--- src/hw/rtl/apq_pkg.sv ---
`timescale 1ns / 1ps
`default_nettype none
// ----------------------------------------------------------------------------
// apq_pkg: shared types and constants for the array priority queue
// Field widths, request/result codes and the result record handed between
// the queue engine and the top level.
// ----------------------------------------------------------------------------
package apq_pkg;

  localparam int unsigned DEPTH_DEF = 16;
  localparam int unsigned TAG_W     = 16;
  localparam int unsigned PRIO_W    = 8;
  localparam int unsigned ENTRY_W   = TAG_W + PRIO_W;
  localparam int unsigned FILL_W    = 5;
  localparam int unsigned STATUS_W  = 2;
  localparam int unsigned OUT_W     = 32;

  typedef enum logic {
    OP_INSERT = 1'b0,
    OP_SERVE  = 1'b1
  } op_e;

  typedef enum logic [STATUS_W-1:0] {
    ST_ADDED  = 2'd0,
    ST_FULL   = 2'd1,
    ST_SERVED = 2'd2,
    ST_EMPTY  = 2'd3
  } status_e;

  typedef enum logic [1:0] {
    S_IDLE,
    S_SCAN,
    S_SHIFT,
    S_RESP
  } state_e;

  typedef struct packed {
    status_e             status;
    logic [TAG_W-1:0]    tag;
    logic [PRIO_W-1:0]   prio;
    logic [FILL_W-1:0]   fill;
  } res_t;

endpackage
`default_nettype wire

--- src/hw/rtl/apq_ram.sv ---
`timescale 1ns / 1ps
`default_nettype none
// ----------------------------------------------------------------------------
// apq_ram: generic simple dual-port RAM
// One write port, one read port, read data registered.
// ----------------------------------------------------------------------------
module apq_ram #(
  parameter int unsigned WIDTH = 24,
  parameter int unsigned DEPTH = 16,
  localparam int unsigned AW   = (DEPTH > 1) ? $clog2(DEPTH) : 1
) (
  input  wire logic             clk_i,
  input  wire logic             wr_en_i,
  input  wire logic [AW-1:0]    wr_addr_i,
  input  wire logic [WIDTH-1:0] wr_data_i,
  input  wire logic             rd_en_i,
  input  wire logic [AW-1:0]    rd_addr_i,
  output      logic [WIDTH-1:0] rd_data_o
);

  logic [WIDTH-1:0] mem_q [DEPTH];
  logic [WIDTH-1:0] rd_data_q;

  always_ff @(posedge clk_i) begin
    if (wr_en_i) begin
      mem_q[wr_addr_i] <= wr_data_i;
    end
    if (rd_en_i) begin
      rd_data_q <= mem_q[rd_addr_i];
    end
  end

  assign rd_data_o = rd_data_q;

endmodule
`default_nettype wire

--- src/hw/rtl/apq_engine.sv ---
`timescale 1ns / 1ps
`default_nettype none
// ----------------------------------------------------------------------------
// apq_engine: queue sequencer
// Holds the entry count, appends on insert, scans the entry RAM for the
// smallest priority on serve and then closes the gap by moving the later
// entries up one place, one RAM read and one write per cycle.
// ----------------------------------------------------------------------------
module apq_engine #(
  parameter int unsigned DEPTH = apq_pkg::DEPTH_DEF,
  localparam int unsigned AW    = (DEPTH > 1) ? $clog2(DEPTH) : 1,
  localparam int unsigned CNT_W = $clog2(DEPTH + 1)
) (
  input  wire logic                          clk_i,
  input  wire logic                          rst_ni,
  input  wire logic                          req_valid_i,
  output      logic                          req_ready_o,
  input  wire logic                          op_i,
  input  wire logic [apq_pkg::TAG_W-1:0]     tag_i,
  input  wire logic [apq_pkg::PRIO_W-1:0]    prio_i,
  output      logic                          res_valid_o,
  input  wire logic                          res_ready_i,
  output      apq_pkg::res_t                 res_o,
  output      logic                          ram_wr_en_o,
  output      logic [AW-1:0]                 ram_wr_addr_o,
  output      logic [apq_pkg::ENTRY_W-1:0]   ram_wr_data_o,
  output      logic                          ram_rd_en_o,
  output      logic [AW-1:0]                 ram_rd_addr_o,
  input  wire logic [apq_pkg::ENTRY_W-1:0]   ram_rd_data_i
);
  import apq_pkg::*;

  localparam int unsigned CW1 = CNT_W + 1;
  localparam logic [CNT_W-1:0] CNT_FULL = CNT_W'(DEPTH);

  state_e              state_q, state_d;
  logic [CNT_W-1:0]    count_q, count_d;
  logic [CNT_W-1:0]    ptr_q, ptr_d;       // scan read pointer / shift write pointer
  logic [CNT_W-1:0]    best_idx_q, best_idx_d;
  logic [TAG_W-1:0]    best_tag_q, best_tag_d;
  logic [PRIO_W-1:0]   best_prio_q, best_prio_d;
  status_e             status_q, status_d;

  logic [TAG_W-1:0]    rd_tag;
  logic [PRIO_W-1:0]   rd_prio;
  logic [CNT_W-1:0]    cand_idx;
  logic                take;
  logic [CNT_W-1:0]    best_idx_n;
  logic [CW1-1:0]      after_best;
  logic [CW1-1:0]      ptr_plus2;

  // Entry layout: tag in the upper bits, priority in the lower bits
  assign rd_tag  = ram_rd_data_i[ENTRY_W-1:PRIO_W];
  assign rd_prio = ram_rd_data_i[PRIO_W-1:0];

  assign cand_idx   = ptr_q - CNT_W'(1);
  // First entry always seeds the minimum; strict compare keeps the oldest
  assign take       = (ptr_q == CNT_W'(1)) || (rd_prio < best_prio_q);
  assign best_idx_n = take ? cand_idx : best_idx_q;
  assign after_best = {1'b0, best_idx_n} + CW1'(1);
  assign ptr_plus2  = {1'b0, ptr_q} + CW1'(2);

  always_ff @(posedge clk_i or negedge rst_ni) begin
    if (!rst_ni) begin
      state_q <= S_IDLE;
      count_q <= '0;
    end else begin
      state_q <= state_d;
      count_q <= count_d;
    end
  end

  always_ff @(posedge clk_i) begin
    ptr_q       <= ptr_d;
    best_idx_q  <= best_idx_d;
    best_tag_q  <= best_tag_d;
    best_prio_q <= best_prio_d;
    status_q    <= status_d;
  end

  always_comb begin
    state_d       = state_q;
    count_d       = count_q;
    ptr_d         = ptr_q;
    best_idx_d    = best_idx_q;
    best_tag_d    = best_tag_q;
    best_prio_d   = best_prio_q;
    status_d      = status_q;
    req_ready_o   = 1'b0;
    res_valid_o   = 1'b0;
    ram_wr_en_o   = 1'b0;
    ram_wr_addr_o = '0;
    ram_wr_data_o = '0;
    ram_rd_en_o   = 1'b0;
    ram_rd_addr_o = '0;

    case (state_q)
      S_IDLE: begin
        req_ready_o = 1'b1;
        best_tag_d  = '0;
        best_prio_d = '0;
        if (req_valid_i) begin
          if (op_i == OP_INSERT) begin
            state_d = S_RESP;
            if (count_q == CNT_FULL) begin
              status_d = ST_FULL;
            end else begin
              ram_wr_en_o   = 1'b1;
              ram_wr_addr_o = count_q[AW-1:0];
              ram_wr_data_o = {tag_i, prio_i};
              count_d       = count_q + CNT_W'(1);
              status_d      = ST_ADDED;
            end
          end else if (count_q == '0) begin
            status_d = ST_EMPTY;
            state_d  = S_RESP;
          end else begin
            ram_rd_en_o   = 1'b1;
            ram_rd_addr_o = '0;
            ptr_d         = CNT_W'(1);
            status_d      = ST_SERVED;
            state_d       = S_SCAN;
          end
        end
      end

      S_SCAN: begin
        // read data belongs to entry ptr_q - 1
        if (take) begin
          best_idx_d  = cand_idx;
          best_tag_d  = rd_tag;
          best_prio_d = rd_prio;
        end
        if (ptr_q < count_q) begin
          ram_rd_en_o   = 1'b1;
          ram_rd_addr_o = ptr_q[AW-1:0];
          ptr_d         = ptr_q + CNT_W'(1);
        end else if (after_best < {1'b0, count_q}) begin
          ram_rd_en_o   = 1'b1;
          ram_rd_addr_o = after_best[AW-1:0];
          ptr_d         = best_idx_n;
          state_d       = S_SHIFT;
        end else begin
          count_d = count_q - CNT_W'(1);
          state_d = S_RESP;
        end
      end

      S_SHIFT: begin
        // read data is entry ptr_q + 1, moved down into ptr_q
        ram_wr_en_o   = 1'b1;
        ram_wr_addr_o = ptr_q[AW-1:0];
        ram_wr_data_o = ram_rd_data_i;
        if (ptr_plus2 < {1'b0, count_q}) begin
          ram_rd_en_o   = 1'b1;
          ram_rd_addr_o = ptr_plus2[AW-1:0];
          ptr_d         = ptr_q + CNT_W'(1);
        end else begin
          count_d = count_q - CNT_W'(1);
          state_d = S_RESP;
        end
      end

      S_RESP: begin
        res_valid_o = 1'b1;
        if (res_ready_i) begin
          state_d = S_IDLE;
        end
      end

      default: begin
        state_d = S_IDLE;
      end
    endcase
  end

  assign res_o.status = status_q;
  assign res_o.tag    = best_tag_q;
  assign res_o.prio   = best_prio_q;
  assign res_o.fill   = FILL_W'(count_q);

endmodule
`default_nettype wire

--- src/hw/rtl/array_priority_queue_top.sv ---
`timescale 1ns / 1ps
`default_nettype none
// ----------------------------------------------------------------------------
// array_priority_queue_top: bounded priority queue of tagged requests
// Input stream carries insert or serve requests; output stream carries one
// result per request.
// ----------------------------------------------------------------------------
// Usage:
//   s_axis: tuser = op (0 insert, 1 serve), tdata = {prio, tag}.
//   m_axis: tuser = status (added, full, served, empty),
//           tdata = {fill, served_prio, served_tag}, served fields zero unless
//           the status is served.
//   One request is processed at a time. An insert or a rejected request goes
//   straight from idle to the result. A serve first scans the entry RAM
//   through its single read port, then moves each entry behind the winner
//   up one place.
//   The result sits in an output register, so the next request is accepted
//   while a result waits on a stalled receiver; the engine then holds its
//   finished result until the output register frees up.
//   Reset empties the queue; no RAM clearing pass is needed, only entries
//   below the count are ever read.
// ----------------------------------------------------------------------------
module array_priority_queue_top #(
  parameter int unsigned DEPTH = apq_pkg::DEPTH_DEF
) (
  input  wire logic                          clk_i,
  input  wire logic                          rst_ni,
  input  wire logic                          s_axis_tvalid,
  output      logic                          s_axis_tready,
  input  wire logic [apq_pkg::ENTRY_W-1:0]   s_axis_tdata,   // [15:0] tag, [23:16] prio
  input  wire logic                          s_axis_tuser,   // [0] op
  output      logic                          m_axis_tvalid,
  input  wire logic                          m_axis_tready,
  output      logic [apq_pkg::OUT_W-1:0]     m_axis_tdata,   // [15:0] served_tag,
                                                             // [23:16] served_prio,
                                                             // [28:24] fill
  output      logic [apq_pkg::STATUS_W-1:0]  m_axis_tuser    // [1:0] status
);
  import apq_pkg::*;

  localparam int unsigned AW = (DEPTH > 1) ? $clog2(DEPTH) : 1;

  logic               ram_wr_en;
  logic [AW-1:0]      ram_wr_addr;
  logic [ENTRY_W-1:0] ram_wr_data;
  logic               ram_rd_en;
  logic [AW-1:0]      ram_rd_addr;
  logic [ENTRY_W-1:0] ram_rd_data;

  logic               req_ready;
  logic               res_valid;
  logic               res_ready;
  res_t               res;

  logic               out_valid_q, out_valid_d;
  res_t               out_q;

  apq_ram #(
    .WIDTH (ENTRY_W),
    .DEPTH (DEPTH)
  ) u_ram (
    .clk_i     (clk_i),
    .wr_en_i   (ram_wr_en),
    .wr_addr_i (ram_wr_addr),
    .wr_data_i (ram_wr_data),
    .rd_en_i   (ram_rd_en),
    .rd_addr_i (ram_rd_addr),
    .rd_data_o (ram_rd_data)
  );

  apq_engine #(
    .DEPTH (DEPTH)
  ) u_engine (
    .clk_i         (clk_i),
    .rst_ni        (rst_ni),
    .req_valid_i   (s_axis_tvalid),
    .req_ready_o   (req_ready),
    .op_i          (s_axis_tuser),
    .tag_i         (s_axis_tdata[TAG_W-1:0]),
    .prio_i        (s_axis_tdata[ENTRY_W-1:TAG_W]),
    .res_valid_o   (res_valid),
    .res_ready_i   (res_ready),
    .res_o         (res),
    .ram_wr_en_o   (ram_wr_en),
    .ram_wr_addr_o (ram_wr_addr),
    .ram_wr_data_o (ram_wr_data),
    .ram_rd_en_o   (ram_rd_en),
    .ram_rd_addr_o (ram_rd_addr),
    .ram_rd_data_i (ram_rd_data)
  );

  assign s_axis_tready = req_ready;

  // output register frees when empty or being drained this cycle
  assign res_ready = !out_valid_q || m_axis_tready;

  always_comb begin
    out_valid_d = out_valid_q;
    if (res_valid && res_ready) begin
      out_valid_d = 1'b1;
    end else if (m_axis_tready) begin
      out_valid_d = 1'b0;
    end
  end

  always_ff @(posedge clk_i or negedge rst_ni) begin
    if (!rst_ni) begin
      out_valid_q <= 1'b0;
    end else begin
      out_valid_q <= out_valid_d;
    end
  end

  always_ff @(posedge clk_i) begin
    if (res_valid && res_ready) begin
      out_q <= res;
    end
  end

  assign m_axis_tvalid = out_valid_q;
  assign m_axis_tuser  = out_q.status;
  assign m_axis_tdata  = {(OUT_W - ENTRY_W - FILL_W)'(0), out_q.fill, out_q.prio, out_q.tag};

endmodule
`default_nettype wire

--- config.mk ---
export PLATFORM = sky130hd
export DESIGN_NAME = array_priority_queue_top
export DESIGN_NICKNAME = d
export VERILOG_FILES = /design/src/hw/rtl/apq_pkg.sv /design/src/hw/rtl/apq_ram.sv /design/src/hw/rtl/apq_engine.sv /design/src/hw/rtl/array_priority_queue_top.sv
export SDC_FILE = /design/constraint.sdc
export NUM_CORES = 1
export LEC_CHECK = 0
export CORE_MARGIN = 1.5
export CORE_UTILIZATION = 30
export CTS_CLUSTER_DIAMETER = 200
export DETAILED_ROUTE_END_ITERATION = 8
export DONT_BUFFER_PORTS = 1
export PLACE_DENSITY = 0.48
export SLEW_MARGIN = 20
export SYNTH_ARGS = -nofsm -noshare
export SYNTH_HDL_FRONTEND = slang
export SYNTH_SLANG_ARGS = --single-unit
--- constraint.sdc ---
create_clock -name clk_i -period 7.2 [get_ports clk_i]
set_clock_uncertainty 0.05 [all_clocks]
set_input_delay 0.36 -clock clk_i [delete_from_list [all_inputs] [get_ports clk_i]]
set_output_delay 0.36 -clock clk_i [all_outputs]
set_load 0.005 [all_outputs]
**Word level (Yosys, flattened, before mapping)**

Memories as Yosys holds them, arrays and structs flattened. A register that Yosys moved wholly into a read port is not among the register bits.
Index checks and enable logic that the tools add are counted.

- RAM bits: 384
- Flip-flop bits (word level): 75
- Memory bits (read-only): 0
- Memories: 1
- Bits in latches: 0
- Bits of input ports: 29
- Output and inout bits: 36
- Logic and storage cells: 113

Memories:

| name | depth | bits a word | rd ports | clocked after Yosys merged registers in | wr ports | line | RTL |
|---|---|---|---|---|---|---|---|
| u_ram.mem_q | 16 | 24 | 1 | 1 | 1 | apq_ram.sv:21 | `logic [WIDTH-1:0] mem_q [DEPTH];` |

- Shift operators: 0
- Reduce and logical (&&, ||, !) cells: 14
- Equal/unequal tests: 17
- $lt $le $gt $ge: 4
- Multipliers: 0
- $add $sub $neg: 6
- Bitwise logic cells: 0
- Mux-type cells: 59
- Divide/modulo/power cells: 0

Operators with widths:

| cell | number |
|---|---|
| $mux W24 | 3 |
| $mux W5 | 13 |
| $pmux W24 S2 | 1 |
| $pmux W16 S2 | 1 |
| $pmux W5 S3 | 2 |
| $mux W4 | 6 |
| $mux W1 | 18 |
| $ne A2 B2 Y1 const B | 9 |
| $mux W16 | 1 |
| $pmux W4 S2 | 2 |
| $pmux W8 S2 | 1 |
| $mux W2 | 7 |
| $lt A6 B5 Y1 | 2 |
| $add A5 B1 Y5 const B | 2 |
| $sub A5 B1 Y5 const B | 2 |
| $lt A8 B8 Y1 | 1 |
| $mux W8 | 1 |
| $pmux W2 S4 | 1 |
| $reduce_and A7 Y1 | 1 |
| $add A5 B1 Y6 const B | 1 |
| $add A5 B2 Y6 const B | 1 |
| $reduce_and A6 Y1 | 1 |
| $eq A5 B1 Y1 const B | 1 |
| $eq A5 B5 Y1 const B | 1 |
| 16 further kinds | 21 |

**Depth between registers and ports, before layout**

- Word-level depth: 8
- Depth in mapped cells: 26
- Depth with buffers taken out: 22

**Cells and area by module**

Synthesis repeated with hierarchy kept, for this count alone.

- Cells, all modules: 994
- Area, all modules: 19406.1 sq um

By module, submodules not included:

| module | area an instance (sq um) | seq. area each (sq um) | times used | cells an instance |
|---|---|---|---|---|
| apq_ram | 15170.8 | 12251.8 | 1 | 636 |
| apq_engine | 3224.3 | 1256.2 | 1 | 319 |
| array_priority_queue_top | 1011.0 | 955.9 | 1 | 39 |

**Worst setup path before layout**

Ideal clock, no wire load.

- Path kind: reg-to-reg
- From: register u_ram.rd_data_q[5] (netlist: u_ram.rd_data_o[5]), read port of u_ram.mem_q
- To: register u_ram.rd_data_q[0] (netlist: u_ram.rd_data_o[0]), read port of u_ram.mem_q, enable pin
- Buffers on the path: 1
- Path slack: 1546 ps
- Stages on the path, launching flop included: 20
- Arrival: 5191 ps
- Data required time: 6737 ps
- Clock period less this slack: 5654 ps
- Library setup time: 413 ps
- Cell sequence: edfxtp_1 -> ha_1 -> a211o_1 -> o211ai_1 -> o311ai_4 -> nand2_2 -> buf_2 -> a21oi_1 -> ha_1 -> or4_1 -> o211ai_1 -> inv_1 -> ha_1 -> o2111ai_1 -> and3_1 -> a31o_1 -> o22ai_2 -> nor2_1 -> a21oi_1 -> a21oi_1

- Cells in the longest elaborated chain, start to end: 8
- Elaborated cells on any way between the ends: 11
- Those cells by class: 1 x add/sub; 2 x order compare; 7 x mux; 1 x reduce/logical

Ends and longest elaborated chain:

| what | line | RTL |
|---|---|---|
| start, declared | apq_ram.sv:22 | `logic [WIDTH-1:0] rd_data_q;` |
| $lt A8 B8 Y1 | apq_engine.sv:58 | `assign take = (ptr_q == CNT_W'(1)) \|\| (rd_prio < best_prio_q);` |
| $logic_or A1 B1 Y1 | apq_engine.sv:58 |  |
| $mux W5 | -- |  |
| net u_engine.best_idx_n[1] | apq_engine.sv:48 | `logic [CNT_W-1:0] best_idx_n;` |
| $add A5 B1 Y6 | apq_engine.sv:60 | `assign after_best = {1'b0, best_idx_n} + CW1'(1);` |
| $lt A6 B5 Y1 | apq_engine.sv:138 | `end else if (after_best < {1'b0, count_q}) begin` |
| $mux W1 | apq_engine.sv:138 |  |
| $mux W1 | apq_engine.sv:134 | `if (ptr_q < count_q) begin` |
| $pmux W1 S3 | apq_engine.sv:97 | `case (state_q)` |
| net ram_rd_en | array_priority_queue_top.sv:46 | `logic ram_rd_en;` |

The timed path passes the listed nets, and every way through them passes these cells.
A chain may end at the register's enable or synchronous reset.

**Worst setup path after layout**

- From: register u_ram.rd_data_q[7] (netlist: u_ram.rd_data_o[7]), read port of u_ram.mem_q
- To: register u_ram.rd_data_q[8] (netlist: u_ram.rd_data_o[8]), read port of u_ram.mem_q, data pin

- Cells in the longest elaborated chain, start to end: 8
- Elaborated cells on any way between the ends: 11
- Those cells by class: 1 x add/sub; 2 x order compare; 7 x mux; 1 x reduce/logical

Ends and longest elaborated chain:

| what | line |
|---|---|
| $lt A8 B8 Y1 (*) | apq_engine.sv:58 |
| $logic_or A1 B1 Y1 (*) | apq_engine.sv:58 |
| $mux W5 (*) | -- |
| net u_engine.best_idx_n[1] | apq_engine.sv:48 |
| $add A5 B1 Y6 (*) | apq_engine.sv:60 |
| $lt A6 B5 Y1 | apq_engine.sv:138 |
| $mux W1 or $mux W4 (tied branches) | apq_engine.sv:138 |
| $mux W1 or $mux W4 (tied branches) | apq_engine.sv:134 |
| $pmux W1 S3 or $pmux W4 S2 (tied branches) | apq_engine.sv:97 |

The timed path passes the listed nets; every way through them passes the cells marked *.

==> key figures <==
Synth
  – Post-synth EDFFs: 475
  – Complex-gate fraction of the synthesized area: 9.983%
  – Syn_area_per_cell: 14.97 um2
  – XOR/XNOR Fraction of Synth Area: 0.7139%
  – Largest family of logic cells by synthesized area: compound AO/OA/AOI/OAI gates
  – Synth Area in Adders: 2.076%
  – Synthesized area: 20860 um2
  – Synth Warn #: 0
  – Post-synth cell types: 72
  – Seq/Total Area, Yosys: 69.35%
  – Main synth FF type: edfxtp_1
  – Fraction of registers with async set/reset: 1.656%
  – #FFs+latches synth: 483
  – Post-Synth Simple-Gate Area: 9.683%
  – Proportion of synthesized area in mux cells: 5.513%
  – Mapped Cells: 1393

Clock tree
  – TritonCTS Buffers: 52
  – Clock Tree Buf Depth: 3
  – CTS root buf: clkbuf_16
  – Clock Latency Late Sink: 0.61 ns
  – Worst-path clk slew: 0.06 ns
  – CTS H-tree lvls: 2
  – Cells resized by post-CTS repair: 0
  – CTS tree: done
  – Sink Count: 483

Floorplanning
  – Row cnt: 96
  – Die width: 266.7 um
  – Die height: 266.7 um
  – Core area: 68710 um2
  – Num ports: 65
  – Die area: 71110 um2
  – Starting Density: 30.36%

Final layout
  – Non-filler instance count after layout: 2366
  – Layout fillers: 6649
  – Nets@finish: 1456
  – Most common cell after layout, fill and taps aside: edfxtp_1
  – Final core utilization: 34.62%
  – Syn-to-layout area delta: 14.04%
  – Highest-count cells in the layout ignoring fill and taps: edfxtp_1, nor2_1, o211ai_1, o21ai_0, and3b_1
  – Layout cells sized above 1: 15.21%

Worst setup path
  – Critical path launch point type: flop
  – Reg-to-Reg Start: u_ram.rd_data_o[7]$_DFFE_PP_
  – CP Class: reg -> reg
  – Critical path arrival: 6.38 ns
  – FF-to-FF path depth: 20
  – Worst Path Required: 7.49 ns
  – Setup crit end kind: flop
  – Crit path launch: u_ram.rd_data_o[7]$_DFFE_PP_
  – Crit path to: u_ram.rd_data_o[8]$_DFFE_PP_
  – Worst-case register-to-register setup slack: 1.11 ns
  – Worst R2R End: u_ram.rd_data_o[8]$_DFFE_PP_
  – Max Fanout on Critical Path: 36

Timing
  – Least-Margin Pin Slew: 0.9975 ns
  – Final min period: 6.088 ns
  – Max Slew Vio Count: 0
  – Period utilization: 84.56%
  – Final hold violation count: 0
  – F_max: 164.3 MHz
  – Setup violators final: 0
  – Sum Neg Setup Slack: 0 ns
  – Slew headroom: 33.50%
  – RSZ-0062 raised after global routing: no

Global route
  – Vias in the first global route: 11570
  – GRT Residual Overflow: 0
  – M2 GR Usage: 24.56%
  – Initial antenna violation count: 5
  – Gr busiest metal: met2
  – First-pass GRT wire length: 79500 um
  – Largest net degree at the start of global routing: 193
  – GR Util All Layers: 15.30%
  – GR Util met3: 2.952%
  – Global Route met1 Usage: 21.28%

Route
  – Routed WL: 54220 um
  – Starting DRT DRC Count: 1000
  – DRC viols: 0
  – DR vias: 11770
  – Post-DRT Antenna Nets: 0
  – Pre-antenna DRT Iters: 5
  – DR WL/cell: 22.92 um
  – Via density per instance: 4.973

Placed design
  – Dpl cells: 2267
  – DP HPWL: 28840 um
  – Gpl congestion: 0.7708
  – Port Buffers: 0

Outcome
  – Status: finished, final reports clean

Flow run
  – Max Cap Violations: 0

Worst hold path
  – Worst hold path type: in -> reg
-- through the flow --
stage	hold slack, ns	instance area (um2)	setup WS, ns
floorplan	0.01441	20860	1.546
global placement	0.01458	22060	1.150
detailed placement	0.01459	22060	1.114
CTS	0.01589	23780	1.076
global route	0.03565	23780	0.7661
finish	0.05191	23780	1.112
-- flip-flops by register name, indices dropped and copies added, names as in the netlist --
register and cells:
u_ram.mem_q 384, u_ram.rd_data_o 24, u_engine.count_q 5, u_engine.status_q 2, u_engine.ptr_q 5, m_axis_tvalid 1
m_axis_tuser 2, u_engine.state_q 2, m_axis_tdata 29, u_engine.best_tag_q 16, u_engine.best_idx_q 5, u_engine.best_prio_q 8
-- layout make-up --
cell class	count	area, um2	area share, %
repair buffers	37	322.8	1.357
multi-input cells	794	6050	25.44
inverters	25	93.84	0.3945
clock inverters	30	337.8	1.420
flip-flops and latches	483	14460	60.81
well taps	931	1165	4.898
clock buffers	64	1346	5.660
diodes	2	5.005	0.02104
-- layer usage --
metal | up-vias | share of wire [%]
met2 | 264 | 46
met1 | 6030 | 47
met3 | 74 | 4.6
met5 | - | 0.11
li1 | 5389 | -
met4 | 8 | 1.7
-- synth_stat cells (2+ instances only) --
| cell type | number | share of area (%) |
|---|---|---|
| edfxtp_1 | 475 | 68 |
| nor2_1 | 128 | 2.3 |
| o211ai_1 | 102 | 3.7 |
| o21ai_0 | 101 | 2.4 |
| and3b_1 | 96 | 4.0 |
| mux2_2 | 66 | 3.6 |
| clkbuf_1 | 51 | 0.92 |
| nand2_1 | 34 | 0.61 |
| and2_1 | 33 | 0.99 |
| ha_1 | 33 | 2.0 |
| buf_2 | 27 | 0.65 |
| a22o_1 | 26 | 1.1 |
| mux2_1 | 26 | 1.4 |
| inv_1 | 25 | 0.45 |
| nand4_1 | 25 | 0.75 |
| a21oi_1 | 13 | 0.31 |
| buf_4 | 9 | 0.32 |
| xor2_1 | 9 | 0.38 |
| dfrtp_1 | 8 | 0.96 |
| nand3_1 | 8 | 0.19 |
| xnor2_1 | 8 | 0.34 |
| a22oi_1 | 7 | 0.25 |
| buf_6 | 6 | 0.32 |
| mux2_4 | 6 | 0.43 |
| nor2b_1 | 6 | 0.18 |
| o21ai_1 | 5 | 0.12 |
| a21boi_0 | 4 | 0.14 |
| a21o_1 | 3 | 0.11 |
| a31oi_1 | 3 | 0.090 |
| a2111oi_0 | 2 | 0.084 |
| a2111oi_4 | 2 | 0.26 |
| a211o_1 | 2 | 0.084 |
| a211oi_1 | 2 | 0.072 |
| nand2b_1 | 2 | 0.060 |
| nand3b_1 | 2 | 0.072 |
| nor4_1 | 2 | 0.060 |
-- worst min-delay path by stage --
| stage | from | to | slack (ns) | cells after the start |
|---|---|---|---|---|
| global route | s_axis_tvalid | u_engine.status_q[1]$_DFFE_PP_ | 0.04 | 1 |
| detailed placement | rst_ni | u_engine.count_q[1]$_DFFE_PN0P_ | 0.01 | 0 |
| floorplan | rst_ni | m_axis_tvalid$_DFFE_PN0P_ | 0.01 | 0 |
| finish | s_axis_tvalid | u_engine.status_q[1]$_DFFE_PP_ | 0.05 | 1 |
| CTS | s_axis_tvalid | u_engine.status_q[0]$_DFFE_PP_ | 0.02 | 1 |
| global placement | rst_ni | u_engine.count_q[2]$_DFFE_PN0P_ | 0.01 | 0 |
-- repair_timing --
| action | in CTS | in global routing |
|---|---|---|
| hold buffers | 3 | 0 |
| buffers inserted | 0 | 0 |
| hold endpoints to repair | 11 | 0 |
-- critical path: stages (launching register included) --
cell       delay (ns)
edfxtp_1         0.41
ha_1             0.32
nand4_1          0.18
o311ai_4         0.49
nand2_2          0.26
nor2_1           0.14
a21oi_1          0.09
ha_1             0.27
or4_1            0.51
o211ai_1         0.23
inv_1            0.09
ha_1             0.29
o2111ai_1        0.11
and3_1           0.27
o311ai_1         0.18
o2bb2ai_4        0.24
and2_4           0.59
buf_4            0.34
mux2_2           0.35
o211ai_1         0.18
nand4_1          0.14
-- logic make-up after synthesis --
| logic type | count (synthesis) |
|---|---|
| compound gates | 294 |
| xor+xnor | 17 |
| fa+ha+maj | 34 |
| buf+inv | 118 |
| flops | 483 |
| mux | 100 |
| other cells | 1 |
| simple gates | 346 |
Power is left out: the tool's default activity adds up to more than one toggle a clock period on the data nets, which glitch-free logic cannot reach.
